--- src/design/imuai_pkg.sv ---
// ----------------------------------------------------------------------------
// imuai_pkg
// Shared types, constants and control codes of the IMU angle integrator.
// ----------------------------------------------------------------------------
package imuai_pkg;

  // One full turn in angle units (360 deg * 131 counts * 1000 ms)
  localparam logic [27:0] FULL_TURN       = 28'd47160000;
  localparam logic [7:0]  MAX_CAL_SAMPLES = 8'd255;
  localparam int          NUM_AXES        = 3;
  localparam int          NUM_OFS         = 6;
  localparam int          DIV_BITS        = 24;

  // Transaction modes
  typedef enum logic [2:0] {
    MODE_SAMPLE   = 3'd0,
    MODE_CAL      = 3'd1,
    MODE_LOAD_OFS = 3'd2,
    MODE_CLR_ANG  = 3'd3,
    MODE_CLR_PEAK = 3'd4
  } mode_t;

  // Controller states, one-hot
  typedef enum logic [7:0] {
    ST_IDLE     = 8'b0000_0001,
    ST_EXEC     = 8'b0000_0010,
    ST_MUL      = 8'b0000_0100,
    ST_ADD      = 8'b0000_1000,
    ST_DIV_INIT = 8'b0001_0000,
    ST_DIV_STEP = 8'b0010_0000,
    ST_DIV_WR   = 8'b0100_0000,
    ST_EMIT     = 8'b1000_0000
  } state_t;

  typedef struct packed {
    logic [2:0]         mode;
    logic signed [15:0] accel_x;
    logic signed [15:0] accel_y;
    logic signed [15:0] accel_z;
    logic signed [15:0] rate_x;
    logic signed [15:0] rate_y;
    logic signed [15:0] rate_z;
    logic [31:0]        time_ms;
    logic [2:0]         axis_mask;
  } in_t;

  typedef struct packed {
    logic [25:0]        angle_x;
    logic [25:0]        angle_y;
    logic [25:0]        angle_z;
    logic signed [15:0] corrected_x;
    logic signed [15:0] corrected_y;
    logic signed [15:0] corrected_z;
    logic [15:0]        peak_x;
    logic [15:0]        peak_y;
    logic [15:0]        peak_z;
    logic               calibrating;
    logic               calibration_done;
  } out_t;

  // Controller to datapath commands
  typedef struct packed {
    logic       load_in;
    logic       exec;
    logic       mul;
    logic       add;
    logic       div_init;
    logic       div_step;
    logic       div_wr;
    logic       emit;
    logic [1:0] axis;
    logic [2:0] ofs;
  } cmd_t;

  // Datapath to controller status
  typedef struct packed {
    logic is_sample;
    logic in_cal;
    logic cal_end;
    logic seen;
  } stat_t;

endpackage

--- src/design/imu_angle_integrator_with_calibration.sv ---
// ----------------------------------------------------------------------------
// imu_angle_integrator_with_calibration
// Gyro rate integration into three wrapped angles with bias calibration.
// ----------------------------------------------------------------------------
// Usage:
//   Input channel (in_valid / in_stall / in_data) carries one transaction per
//   IMU item: a sample, a calibration start, an offset load or a clear.
//   Every input transaction gives exactly one result transaction on the
//   output channel (out_valid / out_stall / out_data).
//   cfg_we / cfg_data write the calibration sample count; write it only
//   while the block is idle.
// Work per transaction, after the accepting edge:
//   sample with integration: one shared multiplier, one axis at a time,
//     a multiply step and then an add step per axis
//   sample that ends a calibration run: one shared restoring divider,
//     an init step, one step per quotient bit and a write step per offset, six offsets
//   all other transactions, the first sample included: the execute step only
// One transaction is in work at a time; in_stall drops with out_valid rising,
//   so the next one can be taken in that same cycle.
// A new transaction is accepted while the previous result still waits in the
// output register; its result is held back until that register is free.
// Reset (synchronous, rst_n low) clears angles, peaks, offsets, sums and
// the count register, and drops out_valid.
// ----------------------------------------------------------------------------
module imu_angle_integrator_with_calibration (
  input  logic            clk,
  input  logic            rst_n,
  input  logic            in_valid,
  output logic            in_stall,
  input  imuai_pkg::in_t  in_data,
  output logic            out_valid,
  input  logic            out_stall,
  output imuai_pkg::out_t out_data,
  input  logic            cfg_we,
  input  logic [7:0]      cfg_data
);

  imuai_pkg::cmd_t  cmd;
  imuai_pkg::stat_t stat;

  imuai_ctrl u_ctrl (
    .clk       (clk),
    .rst_n     (rst_n),
    .in_valid  (in_valid),
    .in_stall  (in_stall),
    .out_valid (out_valid),
    .out_stall (out_stall),
    .stat      (stat),
    .cmd       (cmd)
  );

  imuai_dp u_dp (
    .clk      (clk),
    .rst_n    (rst_n),
    .cfg_we   (cfg_we),
    .cfg_data (cfg_data),
    .in_data  (in_data),
    .cmd      (cmd),
    .stat     (stat),
    .out_data (out_data)
  );

endmodule

--- src/design/imuai_ctrl.sv ---
// ----------------------------------------------------------------------------
// imuai_ctrl
// Sequencer: handshakes, per-axis integration steps and offset division steps.
// ----------------------------------------------------------------------------
module imuai_ctrl (
  input  logic             clk,
  input  logic             rst_n,
  input  logic             in_valid,
  output logic             in_stall,
  output logic             out_valid,
  input  logic             out_stall,
  input  imuai_pkg::stat_t stat,
  output imuai_pkg::cmd_t  cmd
);

  imuai_pkg::state_t state_r, state_nxt;
  logic [1:0] axis_r, axis_nxt;
  logic [2:0] ofs_r, ofs_nxt;
  logic [4:0] bit_r, bit_nxt;
  logic       out_valid_r, out_valid_nxt;
  logic       emit_ok;

  assign in_stall  = (state_r != imuai_pkg::ST_IDLE);
  assign out_valid = out_valid_r;
  assign emit_ok   = !out_valid_r || !out_stall;

  // next state and commands
  always_comb begin
    state_nxt    = state_r;
    axis_nxt     = axis_r;
    ofs_nxt      = ofs_r;
    bit_nxt      = bit_r;
    cmd          = '0;
    cmd.axis     = axis_r;
    cmd.ofs      = ofs_r;
    unique case (state_r)
      imuai_pkg::ST_IDLE: begin
        if (in_valid) begin
          cmd.load_in = 1'b1;
          state_nxt   = imuai_pkg::ST_EXEC;
        end
      end
      imuai_pkg::ST_EXEC: begin
        cmd.exec = 1'b1;
        axis_nxt = 2'd0;
        ofs_nxt  = 3'd0;
        if (stat.is_sample && stat.in_cal && stat.cal_end) begin
          state_nxt = imuai_pkg::ST_DIV_INIT;
        end else if (stat.is_sample && !stat.in_cal && stat.seen) begin
          state_nxt = imuai_pkg::ST_MUL;
        end else begin
          state_nxt = imuai_pkg::ST_EMIT;
        end
      end
      imuai_pkg::ST_MUL: begin
        cmd.mul   = 1'b1;
        state_nxt = imuai_pkg::ST_ADD;
      end
      imuai_pkg::ST_ADD: begin
        cmd.add = 1'b1;
        if (axis_r == 2'(imuai_pkg::NUM_AXES - 1)) begin
          state_nxt = imuai_pkg::ST_EMIT;
        end else begin
          axis_nxt  = axis_r + 2'd1;
          state_nxt = imuai_pkg::ST_MUL;
        end
      end
      imuai_pkg::ST_DIV_INIT: begin
        cmd.div_init = 1'b1;
        bit_nxt      = 5'd0;
        state_nxt    = imuai_pkg::ST_DIV_STEP;
      end
      imuai_pkg::ST_DIV_STEP: begin
        cmd.div_step = 1'b1;
        bit_nxt      = bit_r + 5'd1;
        if (bit_r == 5'(imuai_pkg::DIV_BITS - 1)) begin
          state_nxt = imuai_pkg::ST_DIV_WR;
        end
      end
      imuai_pkg::ST_DIV_WR: begin
        cmd.div_wr = 1'b1;
        if (ofs_r == 3'(imuai_pkg::NUM_OFS - 1)) begin
          state_nxt = imuai_pkg::ST_EMIT;
        end else begin
          ofs_nxt   = ofs_r + 3'd1;
          state_nxt = imuai_pkg::ST_DIV_INIT;
        end
      end
      imuai_pkg::ST_EMIT: begin
        if (emit_ok) begin
          cmd.emit  = 1'b1;
          state_nxt = imuai_pkg::ST_IDLE;
        end
      end
      default: state_nxt = imuai_pkg::ST_IDLE;
    endcase
  end

  // output valid: set on emit, cleared when the result transaction completes
  always_comb begin
    out_valid_nxt = out_valid_r;
    if (cmd.emit) begin
      out_valid_nxt = 1'b1;
    end else if (!out_stall) begin
      out_valid_nxt = 1'b0;
    end
  end

  always_ff @(posedge clk) begin
    if (!rst_n) begin
      state_r     <= imuai_pkg::ST_IDLE;
      axis_r      <= '0;
      ofs_r       <= '0;
      bit_r       <= '0;
      out_valid_r <= 1'b0;
    end else begin
      state_r     <= state_nxt;
      axis_r      <= axis_nxt;
      ofs_r       <= ofs_nxt;
      bit_r       <= bit_nxt;
      out_valid_r <= out_valid_nxt;
    end
  end

endmodule

--- src/design/imuai_dp.sv ---
// ----------------------------------------------------------------------------
// imuai_dp
// Datapath: state stores, offset correction, rate multiply, angle wrap and
// a shared restoring divider for the calibration averages.
// ----------------------------------------------------------------------------
module imuai_dp (
  input  logic             clk,
  input  logic             rst_n,
  input  logic             cfg_we,
  input  logic [7:0]       cfg_data,
  input  imuai_pkg::in_t   in_data,
  input  imuai_pkg::cmd_t  cmd,
  output imuai_pkg::stat_t stat,
  output imuai_pkg::out_t  out_data
);

  imuai_pkg::in_t     in_r;
  imuai_pkg::out_t    out_r;
  logic [7:0]         cfg_r;
  logic [25:0]        angle_r  [imuai_pkg::NUM_AXES];
  logic [15:0]        peak_r   [imuai_pkg::NUM_AXES];
  logic signed [15:0] corr_r   [imuai_pkg::NUM_AXES];
  logic signed [15:0] off_r    [imuai_pkg::NUM_OFS];
  logic signed [23:0] sum_r    [imuai_pkg::NUM_OFS];
  logic [7:0]         samples_r;
  logic               in_cal_r;
  logic               seen_r;
  logic [31:0]        last_time_r;
  logic               done_r;
  logic [7:0]         dt_r;
  logic signed [25:0] prod_r;
  logic [7:0]         rem_r;
  logic [23:0]        quo_r;
  logic               neg_r;

  logic signed [15:0] raw [imuai_pkg::NUM_OFS];
  logic [7:0]         samples_inc;
  logic [31:0]        elapsed;
  logic [7:0]         dt;
  logic signed [15:0] corr_c [imuai_pkg::NUM_AXES];
  logic [15:0]        mag    [imuai_pkg::NUM_AXES];
  logic signed [16:0] rate_d;
  logic signed [25:0] prod_c;
  logic signed [27:0] acc;
  logic [25:0]        acc_w;
  logic signed [23:0] sum_sel;
  logic [7:0]         div_n;
  logic [8:0]         shifted;
  logic               q_bit;
  logic [15:0]        q16;
  imuai_pkg::mode_t   mode;

  assign mode   = imuai_pkg::mode_t'(in_r.mode);
  assign raw[0] = in_r.accel_x;
  assign raw[1] = in_r.accel_y;
  assign raw[2] = in_r.accel_z;
  assign raw[3] = in_r.rate_x;
  assign raw[4] = in_r.rate_y;
  assign raw[5] = in_r.rate_z;

  // calibration run end test
  assign samples_inc = samples_r + 8'd1;
  assign stat.is_sample = (mode == imuai_pkg::MODE_SAMPLE);
  assign stat.in_cal    = in_cal_r;
  assign stat.seen      = seen_r;
  assign stat.cal_end   = (samples_inc >= cfg_r) || (samples_inc >= imuai_pkg::MAX_CAL_SAMPLES);

  // elapsed time, saturated to 8 bits
  assign elapsed = in_r.time_ms - last_time_r;
  assign dt      = (|elapsed[31:8]) ? 8'hFF : elapsed[7:0];

  // corrected acceleration and its magnitude
  always_comb begin
    for (int i = 0; i < imuai_pkg::NUM_AXES; i++) begin
      corr_c[i] = raw[i] - off_r[i];
      mag[i]    = corr_c[i][15] ? (16'd0 - corr_c[i]) : corr_c[i];
    end
  end

  // rate times elapsed time for the selected axis
  assign rate_d = {raw[3 + cmd.axis][15], raw[3 + cmd.axis]}
                - {off_r[3 + cmd.axis][15], off_r[3 + cmd.axis]};
  assign prod_c = rate_d * $signed({1'b0, dt_r});

  // angle add with one-turn wrap
  always_comb begin
    acc = $signed({2'b00, angle_r[cmd.axis]}) + $signed({{2{prod_r[25]}}, prod_r});
    if (acc >= $signed(imuai_pkg::FULL_TURN)) begin
      acc_w = 26'(acc - $signed(imuai_pkg::FULL_TURN));
    end else if (acc < 0) begin
      acc_w = 26'(acc + $signed(imuai_pkg::FULL_TURN));
    end else begin
      acc_w = acc[25:0];
    end
  end

  // divider step
  assign sum_sel = sum_r[cmd.ofs];
  assign div_n   = (samples_r == 8'd0) ? 8'd1 : samples_r;
  assign shifted = {rem_r, quo_r[23]};
  assign q_bit   = (shifted >= {1'b0, div_n});
  assign q16     = neg_r ? (16'd0 - quo_r[15:0]) : quo_r[15:0];

  // input and work registers
  always_ff @(posedge clk) begin
    if (cmd.load_in) begin
      in_r <= in_data;
    end
    if (cmd.exec) begin
      dt_r <= dt;
    end
    if (cmd.mul) begin
      prod_r <= prod_c;
    end
    if (cmd.div_init) begin
      neg_r <= sum_sel[23];
      quo_r <= sum_sel[23] ? (24'd0 - sum_sel) : sum_sel;
      rem_r <= 8'd0;
    end else if (cmd.div_step) begin
      rem_r <= q_bit ? 8'(shifted - {1'b0, div_n}) : shifted[7:0];
      quo_r <= {quo_r[22:0], q_bit};
    end
    if (cmd.emit) begin
      out_r.angle_x          <= angle_r[0];
      out_r.angle_y          <= angle_r[1];
      out_r.angle_z          <= angle_r[2];
      out_r.corrected_x      <= corr_r[0];
      out_r.corrected_y      <= corr_r[1];
      out_r.corrected_z      <= corr_r[2];
      out_r.peak_x           <= peak_r[0];
      out_r.peak_y           <= peak_r[1];
      out_r.peak_z           <= peak_r[2];
      out_r.calibrating      <= in_cal_r;
      out_r.calibration_done <= done_r;
    end
  end

  assign out_data = out_r;

  // architectural state
  always_ff @(posedge clk) begin
    if (!rst_n) begin
      cfg_r       <= '0;
      samples_r   <= '0;
      in_cal_r    <= 1'b0;
      seen_r      <= 1'b0;
      last_time_r <= '0;
      done_r      <= 1'b0;
      for (int i = 0; i < imuai_pkg::NUM_AXES; i++) begin
        angle_r[i] <= '0;
        peak_r[i]  <= '0;
        corr_r[i]  <= '0;
      end
      for (int i = 0; i < imuai_pkg::NUM_OFS; i++) begin
        off_r[i] <= '0;
        sum_r[i] <= '0;
      end
    end else begin
      if (cfg_we) begin
        cfg_r <= cfg_data;
      end
      if (cmd.exec) begin
        done_r <= 1'b0;
        unique case (mode)
          imuai_pkg::MODE_SAMPLE: begin
            if (in_cal_r) begin
              for (int i = 0; i < imuai_pkg::NUM_OFS; i++) begin
                sum_r[i] <= sum_r[i] + 24'(raw[i]);
              end
              samples_r <= samples_inc;
              if (stat.cal_end) begin
                in_cal_r <= 1'b0;
                done_r   <= 1'b1;
              end
            end else begin
              for (int i = 0; i < imuai_pkg::NUM_AXES; i++) begin
                corr_r[i] <= corr_c[i];
                if (mag[i] > peak_r[i]) begin
                  peak_r[i] <= mag[i];
                end
              end
              last_time_r <= in_r.time_ms;
              seen_r      <= 1'b1;
            end
          end
          imuai_pkg::MODE_CAL: begin
            if (cfg_r != 8'd0) begin
              for (int i = 0; i < imuai_pkg::NUM_OFS; i++) begin
                sum_r[i] <= '0;
              end
              samples_r <= '0;
              in_cal_r  <= 1'b1;
            end
          end
          imuai_pkg::MODE_LOAD_OFS: begin
            for (int i = 0; i < imuai_pkg::NUM_OFS; i++) begin
              off_r[i] <= raw[i];
            end
          end
          imuai_pkg::MODE_CLR_ANG: begin
            for (int i = 0; i < imuai_pkg::NUM_AXES; i++) begin
              if (in_r.axis_mask[i]) angle_r[i] <= '0;
            end
          end
          imuai_pkg::MODE_CLR_PEAK: begin
            for (int i = 0; i < imuai_pkg::NUM_AXES; i++) begin
              if (in_r.axis_mask[i]) peak_r[i] <= '0;
            end
          end
          default: ;
        endcase
      end
      if (cmd.add) begin
        angle_r[cmd.axis] <= acc_w;
      end
      if (cmd.div_wr) begin
        off_r[cmd.ofs] <= $signed(q16);
      end
    end
  end

endmodule

--- config.mk ---
export PLATFORM = sky130hd
export DESIGN_NAME = imu_angle_integrator_with_calibration
export DESIGN_NICKNAME = d
export VERILOG_FILES = /design/src/design/imuai_pkg.sv /design/src/design/imu_angle_integrator_with_calibration.sv /design/src/design/imuai_ctrl.sv /design/src/design/imuai_dp.sv
export SDC_FILE = /design/constraint.sdc
export NUM_CORES = 2
export LEC_CHECK = 0
export ABC_AREA = 1
export BUFFER_PORTS_ARGS = -buffer_cell sky130_fd_sc_hd__buf_2
export CORE_UTILIZATION = 57
export DETAILED_ROUTE_END_ITERATION = 16
export GPL_TIMING_DRIVEN = 0
export PLACE_DENSITY = 0.78
export REMOVE_ABC_BUFFERS = 1
export SLEW_MARGIN = 20
export SYNTH_ARGS = -nofsm -noshare
export SYNTH_HDL_FRONTEND = slang
export SYNTH_HIERARCHICAL = 1
export SYNTH_SLANG_ARGS = --single-unit
--- constraint.sdc ---
create_clock -name clk -period 9.09 [get_ports clk]
set_clock_uncertainty 0.2 [all_clocks]
set_input_delay 2.2725 -clock clk [delete_from_list [all_inputs] [get_ports clk]]
set_output_delay 2.2725 -clock clk [all_outputs]
set_load 0.005 [all_outputs]
==> summary by stage <==
Outcome
The flow ran to the end, and the final reports show no timing, DRC or antenna violations.

Critical path
On the worst path, the slowest cell contributes a delay of 530 ps. The worst path buffer plus inverter count is 9. The worst setup path is launched from a register. The cell repeated most along the worst path is sky130_fd_sc_hd__nand2_1. STA puts the critical path data required time at 9330 ps.

STA classifies the critical path endpoint as a register. The type of the worst setup path is register to register. The data arrival time of the worst path is 8840 ps. The gate family responsible for the most delay along the worst path is adder cells. The standard cell with the maximum stage delay on the critical path is sky130_fd_sc_hd__fa_1. In this run the worst path has a maximum fanout of 56.

Synthesis
Synthesis handed over a netlist of 6,599 instances. The number of flip-flops and latches in the synthesized netlist is 919. The sequential-to-total area share from yosys stat is 0.4610.

After synthesis, the mean cell area works out to 8.814 um2. The main flop type after synthesis is sky130_fd_sc_hd__edfxtp_1. The synthesized design contains 841 enable-type register cells. The combined area of all synthesized cells is 0.05817 mm2.

Synthesis instantiated 69 different standard cells from the library. Of all flip-flops after synthesis, the portion carrying an async set or reset was 0. Yosys printed 6 warnings.

Placement
Buffers placed on the I/O ports in this run total 324. At the end of routability-driven placement, the weighted congestion stood at 0.9772. Detailed placement finished with a half-perimeter wire length of 126,900 um. At the placement stage, the worst setup path has a slack of -1086 ps.

Final layout
The commonest non-fill, non-tap cell in the layout is sky130_fd_sc_hd__nand2_1. The net count reported at finish is 7,566. The area growth from synthesis to layout is 12.36%.

The share of the core filled with cells in the final layout is 0.6497. In the final layout, the share of cells above drive strength 1 is 0.1004. In the layout the commonest cells are sky130_fd_sc_hd__nand2_1 (1,134), sky130_fd_sc_hd__inv_1 (903), sky130_fd_sc_hd__edfxtp_1 (841), sky130_fd_sc_hd__nor2_1 (708), sky130_fd_sc_hd__o21ai_0 (613). The number of fill cells is 8,173.

STA
The count of endpoints failing setup in the final report is 0. Setup repair after global routing left no endpoint under its margin. The remaining max-slew budget at the tightest pin is 0.1712. The time the worst path needs with I/O delays and setup is 8603 ps.

The least setup slack across all paths after layout is 487.3 ps. The portion of the clock cycle consumed by the worst path in the final layout is 0.9464. The slew at the pin closest to its max-slew limit is 1239 ps. The max-slew violation count is 0. The final number of hold-violating endpoints came to 0. For this run, the top clock speed supported by timing is 116.2 MHz.

Clocking
After clock tree synthesis, the clock-pin slew on the worst setup and hold paths is 60 ps. The TritonCTS buffer count is 99. TritonCTS built the clock tree. The clock drives 919 sinks. The clock root buffer master is sky130_fd_sc_hd__clkbuf_16. The clock latency on the worst-skew pair is 700 ps. The H-tree was split into 3 levels.

The buffer levels on the longest clock path is 3.

Detailed routing
The iteration-0 DRC count of the detailed router is 5,580. Routed signal wires occupy layers up through met4. The met2 layer wire length in the routed design is 74,780 um. Dividing the detail-routed via count by the number of cells gives 5.807. Before antenna repair, the detailed router went through 8 iterations. The remaining routing DRC violations is 0.

Wire segments on met3 add up to 15,870 um in the final route. The count of nets left with antenna violations once routing finished came out at 0. In the final routed layout, each cell accounts on average for 19.93 um. The routed design has 166,400 um of wire. The total routed wire length on the met1 layer is 66,300 um. The number of vias in the routed layout is 48,480.

Power and ir drop
Of the total power, the share spent switching nets is 0.3082. The leakage power of the design is 28.51 nW. Of the total power, registers draw 0.418. The analysis attributes to net switching a power of 3.676 mW. The total power per unit cell area is 182.5 mW/mm2. The internal portion of total power is 8.251 mW. Of the total power, the clock network draws 0.350. Of the total power, combinational logic draws 0.232. Across the VDD grid, the largest voltage drop is 173.9 uV.

Run
Max-cap violations in this run came to 0.

Global route
The first global-routing pass estimated 253,100 um of wire. The initial antenna violation count is 4. The via count of the first global-routing pass is 45,420.

Entering global routing, the biggest net connects 84 pins. The global router's overall resource usage is 0.3179. For this run the aggregate overflow at the end of global routing stands at 0.

Floorplan
The floorplan step defined a die boundary enclosing 0.1033 mm2. The horizontal die dimension is 321.4 um. The initial utilization of the core area, before any placement, comes to 0.5783. The placeable core region is 0.1006 mm2. The count of standard-cell rows is 116.

Measured along the y axis, the die boundary spans 321.4 um. The number of placed I/O pins is 325.

Hold path
The path class of the tightest hold or removal check is register to register.
[area by class of cell]
| cell class | instances | area (um2) | share of cell area |
|---|---|---|---|
| multi-input cells | 4572 | 27330 | 0.4181 |
| flip-flops and latches | 919 | 26830 | 0.4105 |
| inverters | 929 | 3517 | 0.05382 |
| clock buffers | 128 | 2669 | 0.04084 |
| repair buffers | 384 | 2609 | 0.03992 |
| well taps | 1357 | 1698 | 0.02598 |
| clock inverters | 57 | 701.9 | 0.01074 |
| diodes | 3 | 7.507 | 0.0001149 |
[synthesized netlist by cell type (64+ instances only)]
library cell,number,share of area
sky130_fd_sc_hd__a21oi_1,519,0.045
sky130_fd_sc_hd__clkbuf_1,134,0.0086
sky130_fd_sc_hd__dfxtp_1,78,0.027
sky130_fd_sc_hd__edfxtp_1,841,0.43
sky130_fd_sc_hd__fa_1,120,0.041
sky130_fd_sc_hd__ha_1,394,0.085
sky130_fd_sc_hd__inv_1,907,0.059
sky130_fd_sc_hd__nand2_1,1140,0.074
sky130_fd_sc_hd__nand3_1,320,0.028
sky130_fd_sc_hd__nand4_1,86,0.0092
sky130_fd_sc_hd__nor2_1,717,0.046
sky130_fd_sc_hd__o21ai_0,617,0.053
sky130_fd_sc_hd__o22ai_1,64,0.0069
sky130_fd_sc_hd__xor2_1,142,0.021
[power groups by stage]
stage | Combinational [mW] | Sequential, mW | Clock (mW)
after detailed placement | 2.69 | 5.06 | 0
final | 2.77 | 4.99 | 4.17
after global placement | 2.58 | 5.09 | 0
after global routing | 3.16 | 4.99 | 4.39
after floorplan | 2.05 | 4.98 | 0
after CTS | 2.72 | 4.97 | 4.22
[per-stage QoR]
stage / power, mW / hold slack [ps] / instance area, um2 / std cells / TNS, ps
5_1_grt: 12.53 / 222.3 / 65350 / 8349 / 0
3_5_place_dp: 7.753 / 204.5 / 61720 / 8151 / -8761
2_1_floorplan: 7.032 / 200.3 / 57420 / 6420 / -397710
3_3_place_gp: 7.670 / 203.4 / 60730 / 8101 / -3075240
4_1_cts: 11.91 / 212.1 / 65180 / 8338 / 0
6_report: 11.93 / 217.4 / 65350 / 8349 / 0
[worst register-to-register path, delay by kind of cell (launching register included)]
family / cells / cell delay, ps
simple gates: 13 / 1230
flops: 1 / 420
compound gates: 11 / 2210
fa+ha+maj: 7 / 3040
xor+xnor: 1 / 100
buf+inv: 9 / 1150
[path summary, 6_finish.rpt]
kind | startpoint | end | slack [ps] | depth (start not counted)
worst max register to register | u_ctrl/axis_r[0] | u_dp/prod_r[25] | 490 | 41
worst max-delay path | u_ctrl/axis_r[0] | u_dp/prod_r[25] | 490 | 41
worst min register to register | u_dp/corr_r[0][7] | u_dp/out_data[89] | 220 | 0
worst min-delay path | u_dp/corr_r[0][7] | u_dp/out_data[89] | 220 | 0
[timing repair]
action,in CTS,in global routing
pin swaps,0,3
cloned,1,2
setup endpoints to repair,14,9
hold buffers,0,0
resized for setup,11,15
setup buffers,1,6
[registers in the layout, summed over array words and instances, names as in the netlist, 5 cells and up]
signal,flops
u_ctrl/bit_r,5
u_dp/out_data,176
u_dp/angle_r,104
u_dp/dt_r,8
u_dp/peak_r,48
u_dp/last_time_r,32
u_dp/in_r,131
u_dp/corr_r,48
u_dp/off_r,128
u_dp/prod_r,26
u_dp/quo_r,24
u_dp/cfg_r,8
u_dp/sum_r,144
u_dp/samples_r,8
u_ctrl/state_r,8
u_dp/rem_r,8
[logic make-up (layout without fill, tap and decap cells)]
| group | Yosys count | after routing | synth area share |
|---|---|---|---|
| AOI/OAI and AO/OA | 1430 | 1430 | 0.1349 |
| xor gates and xnor gates | 188 | 188 | 0.02831 |
| adders and majority gates | 514 | 514 | 0.1261 |
| buffers and inverters | 1108 | 1498 | 0.07288 |
| DFF | 919 | 919 | 0.4610 |
| other | 0 | 3 | 0 |
| and+or+nand+nor | 2440 | 2440 | 0.1769 |
[layer usage]
| layer | vias to the layer above | GRT usage |
|---|---|---|
| li1 | 23030 | - |
| met1 | 22650 | 0.4193 |
| met2 | 2379 | 0.5040 |
| met3 | 422 | 0.05428 |
| met4 | 0 | 0.1650 |
| met5 | - | 0 |
Note: power is estimated with default switching activity, not from simulation.
